<file path="src/hdl/bfsp_pkg.sv">
// shared constants, types and codes for the shortest path unit
// no dependencies
`timescale 1ns / 1ps

package bfsp_pkg;

  localparam int MAX_NODES   = 64;
  localparam int MAX_EDGES   = 1024;
  localparam int NODE_W      = 6;
  localparam int CNT_W       = 7;
  localparam int EDGE_AW     = 10;
  localparam int EDGE_CNT_W  = 11;
  localparam int WEIGHT_W    = 16;
  localparam int DIST_W      = 32;
  localparam int EDGE_WORD_W = 2 * NODE_W + WEIGHT_W;
  localparam int CFG_DATA_W  = 7;

  localparam logic CFG_NODE_COUNT = 1'b0;
  localparam logic CFG_SOURCE     = 1'b1;

  typedef enum logic [1:0] {
    OP_CLEAR = 2'd0,
    OP_ADD   = 2'd1,
    OP_RUN   = 2'd2,
    OP_TRACE = 2'd3
  } op_e;

  typedef enum logic [1:0] {
    KIND_RUN  = 2'd0,
    KIND_PATH = 2'd1,
    KIND_FULL = 2'd2
  } kind_e;

  typedef enum logic [1:0] {
    OSRC_FULL,
    OSRC_RUN,
    OSRC_BAD,
    OSRC_PATH
  } osrc_e;

  typedef enum logic [3:0] {
    ST_IDLE,
    ST_FULL_OUT,
    ST_RUN_INIT,
    ST_P_START,
    ST_E_ADDR,
    ST_E_DIST,
    ST_E_ADD,
    ST_E_CMP,
    ST_RUN_OUT,
    ST_TR_CHECK,
    ST_TR_ONE,
    ST_W_TEST,
    ST_W_DATA,
    ST_O_ADDR,
    ST_O_DIST,
    ST_O_EMIT
  } state_e;

  typedef struct packed {
    logic  edge_add;
    logic  edge_clear;
    logic  latch_a;
    logic  run_init;
    logic  idx_clr;
    logic  idx_inc;
    logic  round_inc;
    logic  latch_edge;
    logic  calc;
    logic  relax;
    logic  walk_start;
    logic  walk_step;
    logic  sel_buf;
    logic  sel_nd;
    logic  latch_nd;
    logic  cnt_dec;
    logic  out_load;
    osrc_e out_src;
  } cmd_t;

  typedef struct packed {
    logic full;
    logic in_use;
    logic pass_done;
    logic edges_empty;
    logic edge_last;
    logic trace_bad;
    logic walk_done;
    logic cnt_one;
    logic out_busy;
  } sts_t;

endpackage

</file>
<file path="src/hdl/bfsp_ctrl.sv">
// controller state machine for the shortest path unit
// depends on bfsp_pkg
`timescale 1ns / 1ps

module bfsp_ctrl import bfsp_pkg::*; (
  input  logic       clk_i,
  input  logic       rst_ni,
  input  logic       in_valid_i,
  output logic       in_stall_o,
  input  logic [1:0] operation_i,
  input  sts_t       sts_i,
  output cmd_t       cmd_o
);

  state_e state_q, state_d;
  op_e    op_w;

  assign op_w = op_e'(operation_i);

  always_ff @(posedge clk_i or negedge rst_ni) begin
    if (!rst_ni) begin
      state_q <= ST_IDLE;
    end else begin
      state_q <= state_d;
    end
  end

  always_comb begin
    state_d = state_q;
    unique case (state_q)
      ST_IDLE: begin
        if (in_valid_i) begin
          unique case (op_w)
            OP_CLEAR: state_d = ST_IDLE;
            OP_ADD:   state_d = sts_i.full ? ST_FULL_OUT : ST_IDLE;
            OP_RUN:   state_d = ST_RUN_INIT;
            OP_TRACE: state_d = ST_TR_CHECK;
            default:  state_d = ST_IDLE;
          endcase
        end
      end
      ST_FULL_OUT: if (!sts_i.out_busy) state_d = ST_IDLE;
      ST_RUN_INIT: state_d = sts_i.in_use ? ST_P_START : ST_RUN_OUT;
      ST_P_START: begin
        state_d = (sts_i.pass_done || sts_i.edges_empty) ? ST_RUN_OUT : ST_E_ADDR;
      end
      ST_E_ADDR:   state_d = ST_E_DIST;
      ST_E_DIST:   state_d = ST_E_ADD;
      ST_E_ADD:    state_d = ST_E_CMP;
      ST_E_CMP:    state_d = sts_i.edge_last ? ST_P_START : ST_E_ADDR;
      ST_RUN_OUT:  if (!sts_i.out_busy) state_d = ST_IDLE;
      ST_TR_CHECK: state_d = sts_i.trace_bad ? ST_TR_ONE : ST_W_TEST;
      ST_TR_ONE:   if (!sts_i.out_busy) state_d = ST_IDLE;
      ST_W_TEST:   state_d = sts_i.walk_done ? ST_O_ADDR : ST_W_DATA;
      ST_W_DATA:   state_d = ST_W_TEST;
      ST_O_ADDR:   state_d = ST_O_DIST;
      ST_O_DIST:   state_d = ST_O_EMIT;
      ST_O_EMIT: begin
        if (!sts_i.out_busy) begin
          state_d = sts_i.cnt_one ? ST_IDLE : ST_O_ADDR;
        end
      end
      default:     state_d = ST_IDLE;
    endcase
  end

  always_comb begin
    cmd_o         = '0;
    cmd_o.out_src = OSRC_FULL;
    in_stall_o    = (state_q != ST_IDLE);
    unique case (state_q)
      ST_IDLE: begin
        if (in_valid_i) begin
          cmd_o.edge_clear = (op_w == OP_CLEAR);
          cmd_o.edge_add   = (op_w == OP_ADD) && !sts_i.full;
          cmd_o.latch_a    = (op_w == OP_TRACE);
        end
      end
      ST_FULL_OUT: begin
        cmd_o.out_load = !sts_i.out_busy;
        cmd_o.out_src  = OSRC_FULL;
      end
      ST_RUN_INIT: cmd_o.run_init = 1'b1;
      ST_P_START:  cmd_o.idx_clr = 1'b1;
      ST_E_ADDR:   cmd_o.latch_edge = 1'b0;
      ST_E_DIST:   cmd_o.latch_edge = 1'b1;
      ST_E_ADD:    cmd_o.calc = 1'b1;
      ST_E_CMP: begin
        cmd_o.relax     = 1'b1;
        cmd_o.round_inc = sts_i.edge_last;
        cmd_o.idx_inc   = !sts_i.edge_last;
      end
      ST_RUN_OUT: begin
        cmd_o.out_load = !sts_i.out_busy;
        cmd_o.out_src  = OSRC_RUN;
      end
      ST_TR_CHECK: cmd_o.walk_start = !sts_i.trace_bad;
      ST_TR_ONE: begin
        cmd_o.out_load = !sts_i.out_busy;
        cmd_o.out_src  = OSRC_BAD;
      end
      ST_W_TEST:   cmd_o.walk_step = 1'b0;
      ST_W_DATA:   cmd_o.walk_step = 1'b1;
      ST_O_ADDR:   cmd_o.sel_nd = 1'b0;
      ST_O_DIST: begin
        cmd_o.sel_buf  = 1'b1;
        cmd_o.latch_nd = 1'b1;
      end
      ST_O_EMIT: begin
        cmd_o.sel_nd   = 1'b1;
        cmd_o.out_load = !sts_i.out_busy;
        cmd_o.cnt_dec  = !sts_i.out_busy;
        cmd_o.out_src  = OSRC_PATH;
      end
      default: cmd_o.out_load = 1'b0;
    endcase
  end

  a_ready_idle: assert property (@(posedge clk_i) disable iff (!rst_ni)
    !in_stall_o |-> state_q == ST_IDLE) else $error("input taken while busy");
  a_run_seq: assert property (@(posedge clk_i) disable iff (!rst_ni)
    state_q == ST_RUN_INIT |=> (state_q == ST_P_START || state_q == ST_RUN_OUT))
    else $error("run start not followed by pass or report");
  a_emit_one: assert property (@(posedge clk_i) disable iff (!rst_ni)
    $onehot0({cmd_o.relax, cmd_o.out_load, cmd_o.walk_step, cmd_o.run_init}))
    else $error("conflicting datapath commands");

endmodule

</file>
<file path="config.mk">
export PLATFORM = sky130hd
export DESIGN_NAME = bfsp_ctrl
export DESIGN_NICKNAME = d
export VERILOG_FILES = /design/src/hdl/bfsp_pkg.sv /design/src/hdl/bfsp_ctrl.sv
export SDC_FILE = /design/constraint.sdc
export NUM_CORES = 1
export LEC_CHECK = 0
export BUFFER_PORTS_ARGS = -buffer_cell sky130_fd_sc_hd__buf_4
export CAP_MARGIN = 5
export CORE_MARGIN = 2
export CORE_UTILIZATION = 39
export DETAILED_ROUTE_END_ITERATION = 16
export PLACE_DENSITY = 0.85
export SYNTH_ARGS = -nofsm -noshare
export SYNTH_HDL_FRONTEND = slang
export SYNTH_SLANG_ARGS = --single-unit
</file>
<file path="constraint.sdc">
create_clock -name clk_i -period 1.57 [get_ports clk_i]
set_input_delay 0.314 -clock clk_i [delete_from_list [all_inputs] [get_ports clk_i]]
set_output_delay 0.314 -clock clk_i [all_outputs]
set_load 0.1 [all_outputs]
</file>
==> out/results.ini, run 1 <==
[yosys]
syn-num-nets = 109
synth_top_family_by_area = simple AND/OR/NAND/NOR gates
ys_seq_area_share_pct = 15.47
ys.flop_type = dfrtp_1
ys_ff_latch = 4
synthAdderAreaFrac_pct = 1.547
synth_compound_area_share_pct = 23.21
synth_edf_count = 0
synth_area_um2 = 646.9
synth.mux.area_fraction_pct = 3.095
synthArstFlopShare_pct = 100.0
synth_warnings = 0
synth-simple-area-share_pct = 47.39
synth.distinct_cells = 41
synth_xor_area_share_pct = 0
synth_cells = 95
avgSynthCellArea_um2 = 6.809

[run_status]
flow.stopped_at = 4_1_cts
firstError = [ERROR DPL-0038] Utilization greater than 100%, impossible to legalize
status = did not finish

[placed_design]
routabilityCongestion = 0.9429
port_buffers = 33
dp_hpwl_um = 1908
dp.cells = 156

[floorplanning]
die_y_um = 44.73
initial_core_util_pct = 42.45
io-pin-count = 34
placementRows = 14
die_w_um = 44.73

[cts]
cts_sinks = 4
cts-root-buf = clkbuf_4
cts_setup_buffers = 11
cts_buffer_depth = 2
hold_buffers = 1
htreeDepth = 1
cts.repair.resized = 94
cts_inserted_buffers = 3

## logic make-up after synthesis
family                     count (synthesis)
and+or+nand+nor                           53
adders and majority gates                  1
AOI/OAI and AO/OA                         22
buffers and inverters                     13
DFF                                        4
muxes                                      2
## synth_stat cells, types with 2 or more instances
cell      instances  area (µm²)
o21ai_0           4       20.02
dfrtp_1           4       100.1
and3_1            3       18.77
mux2i_1           2       20.02
inv_1             4       15.01
nor3_1            5       25.02
nand3_1           5       25.02
a21oi_1           6       30.03
a211o_1           2       17.52
clkbuf_1          6       22.52
and2_1            3       18.77
nand2b_1          6       37.54
nand2_1           6       22.52
or3_1             2       12.51
nor4_1            2       12.51
nor2_1           10       37.54
## stage by stage
| stage | setup WS (ns) | setup TNS [ns] | area, µm² | util (%) |
|---|---|---|---|---|
| after floorplan | -0.9880 | -6.436 | 970.9 | - |
| after global placement | -0.2698 | -2.538 | 1251 | 82.10 |
| after detailed placement | -0.2803 | -2.927 | 1251 | 82.10 |
==> run 2, diff against run 1 <==
Settings changed: CORE_AREA set to 2 2 63 65, CORE_MARGIN 2 to not set, CORE_UTILIZATION 39 to not set, DIE_AREA set to 0 0 65 67, PLACE_DENSITY 0.85 to not set, PLACE_DENSITY_LB_ADDON set to 0.15.
Clock period 1.57 ns to 2.04 ns, I/O delays scaled along.
==> run 2 against run 1 <==
The flow now finishes, with violations (negative setup slack). Synthesized cell count unchanged. Synthesized area unchanged.
==> out/results.ini, run 2 <==
[run_status]
status = finished with violations
violations = negative setup slack

[timing]
tightest_slew_ns = 0.3457
fmax_mhz = 480.1
setup_ws_ns = -0.04275
finalCritPeriodShare_pct = 102.1
clock_skew_ns = 0.001574
setup_viol = 4
slew_viol_final = 0
rsz0062_at_grt = true
post-route-min-period_ns = 2.083
slew_headroom_pct = 76.74
tns_ns = -0.1036
hold_viol_final = 0

[grt]
grt_pass1_wl_um = 3746
busiest_layer = met2
grt_use_met1_pct = 13.81
antenna_found_initial = 0
grtUsageMet2_pct = 19.72
grt_max_degree = 23
met3_usage_pct = 1.014
overflow = 0
track_usage_pct = 11.07
grt_pass1_vias = 795

[yosys]
ys_top_cells_by_area = dfrtp_1 15%, nand2b_1 5.8%, nor2_1 5.8%
ys.flop_type = dfrtp_1
synth_edf_count = 0  ; unchanged
synth_top_cell_by_area = dfrtp_1
yosysMostFrequentCell = nor2_1
synth_area_um2 = 646.9  ; unchanged
synth_cells = 95  ; unchanged
syn-num-nets = 109  ; unchanged
synth.distinct_cells = 41  ; unchanged
ys_ff_latch = 4  ; unchanged
synthArstFlopShare_pct = 100.0  ; unchanged
synth_top_area_share_pct = 15.47  ; unchanged
ys_seq_area_share_pct = 15.47  ; unchanged
avgSynthCellArea_um2 = 6.809  ; unchanged
yosys-top-cells-count = 10 x nor2_1, 6 x a21oi_1, 6 x clkbuf_1, 6 x nand2_1, 6 x nand2b_1
synth_warnings = 0  ; unchanged

[floorplanning]
die_y_um = 67  ; +50%
initial_core_util_pct = 17.94  ; -25 points
coreArea_um2 = 3606
placementRows = 22  ; +8
die_area_um2 = 4355
die_w_um = 65  ; +45%
io-pin-count = 34  ; unchanged

[min_path]
hp-class = in -> async

[cts]
cts_buffer_depth = 2  ; unchanged
cts_tree = yes
cts_inserted_buffers = 3  ; unchanged
cts_sinks = 4  ; unchanged
htreeDepth = 1  ; unchanged
clk_latency_ns = 0.22
cts-root-buf = clkbuf_8
clk_pin_slew_ns = 0.03

[routing]
vias_per_cell = 4.656
wl_per_cell_um = 12.87
ant_nets = 0
totalWireLength_um = 2316
drt_iter0_drc = 22
drc = 0
dr.pass1.iters = 4
vias = 838

[power_and_ir_drop]
p_int_mw = 0.7769
power_density_nw_per_um2 = 1392
switching_share_pct = 57.29
total_power_mw = 1.819
power.switching_mw = 1.042
power_frac_clock_pct = 9.5
power.share.combinational_pct = 82.5
irDropWorstVdd_uv = 577.1
pwr-share-seq_pct = 8.0
leakage_nw = 0.5474

[worst_setup_path]
cpPeakStageDelay_ns = 0.57
r2r_slack_ns = 0.23
critPathLaunchType = register
critical_path_class = reg -> out
worst_setup_path_end_kind = output pin
crit_chain = or4_4, nor2_4, and3_4, buf_12
crit_fanout = 3
cp_slowest_cell = or4_4
critPathRequiredTime_ns = 1.63
worstPathArrival_ns = 1.67

[layout]
diodes = 0
drive_above_1_share_pct = 54.55
largest_register_ffs = 4
reg.largest.list = state_q x4
regMostFlops = state_q
final_common_cell = buf_4
area_delta_synth_final_pct = 101.9
nNetsFinal = 148

[placed_design]
routabilityCongestion = 0.7807  ; -17%
port_buffers = 33  ; unchanged
dp_hpwl_um = 1864  ; -2.3%

[flow_run]
cap_violations = 0

run 2: cell counts after synthesis:
Identical to the previous run, type by type.
run 2: final cells by class:
class / count / area, µm²
Clock buffer: 3 / 41.29
Fill cell: 384 / 2300
Inverter: 4 / 15.01
Sequential cell: 4 / 100.1
Multi-Input combinational cell: 78 / 683.2
Tap cell: 48 / 60.06
Timing Repair Buffer: 43 / 406.6
run 2: worst paths after layout:
kind | end | startpoint | depth (start not counted)
worst max-delay path | cmd_o[18] | state_q[0] | 4
worst min-delay path | state_q[1] | rst_ni | 2
worst max register to register | state_q[0] | state_q[0] | 5
worst min register to register | state_q[0] | state_q[0] | 3
max in group asynchronous | state_q[0] | rst_ni | 2
min in group clk_i | state_q[2] | sts_i[6] | 4
run 2: critical path: cells and delay by family (launching register included):
family / cells / cell delay, ns
flip-flops: 1 / 0.40
buffers and inverters: 1 / 0.17
AND/OR/NAND/NOR: 3 / 0.89
run 2: cells by family after synthesis:
group           after synthesis  share of synthesized area, %
compound gates               22                         23.21
fa+ha+maj                     1                         1.547
buf+inv                      13                         9.283
flops                         4                         15.47
mux                           2                         3.095
simple gates                 53                         47.39
run 2: what timing repair did:
item,in CTS,in global routing
buffers inserted,1,0
gates resized for setup,16,3
setup endpoints to repair,6,12
endpoints found under the hold margin,4,0
cloned,0,0
hold buffers,1,0
run 2: per-layer routing:
metal / vias to the layer above / share of wire [%]
li1: 422 / -
met1: 398 / 44
met2: 16 / 52
met3: 2 / 3.1
met4: 0 / 1.1
met5: - / 0
run 2: metrics by stage:
stage	area, µm²	hold slack [ns]	setup WS, ns	cells	util, %
floorplan	914.6	0.1124	-0.6120	95	-
detailed placement	1174	0.2082	0.08235	175	32.55
CTS	1295	0.5178	-0.04927	180	35.91
global placement	1174	0.2067	0.09597	175	32.55
finish	1306	0.5216	-0.04275	180	36.22
global route	1306	0.5408	-0.09385	180	36.22
run 2: power groups by stage:
stage / sequential (mW) / combinational (mW) / clock, mW
5_1_grt: 0.151 / 1.59 / 0.179
3_5_place_dp: 0.146 / 1.40 / 0
6_report: 0.146 / 1.50 / 0.173
4_1_cts: 0.146 / 1.50 / 0.177
3_3_place_gp: 0.144 / 1.40 / 0
2_1_floorplan: 0.135 / 1.20 / 0
No activity file was read; power rests on OpenSTA's default activity.
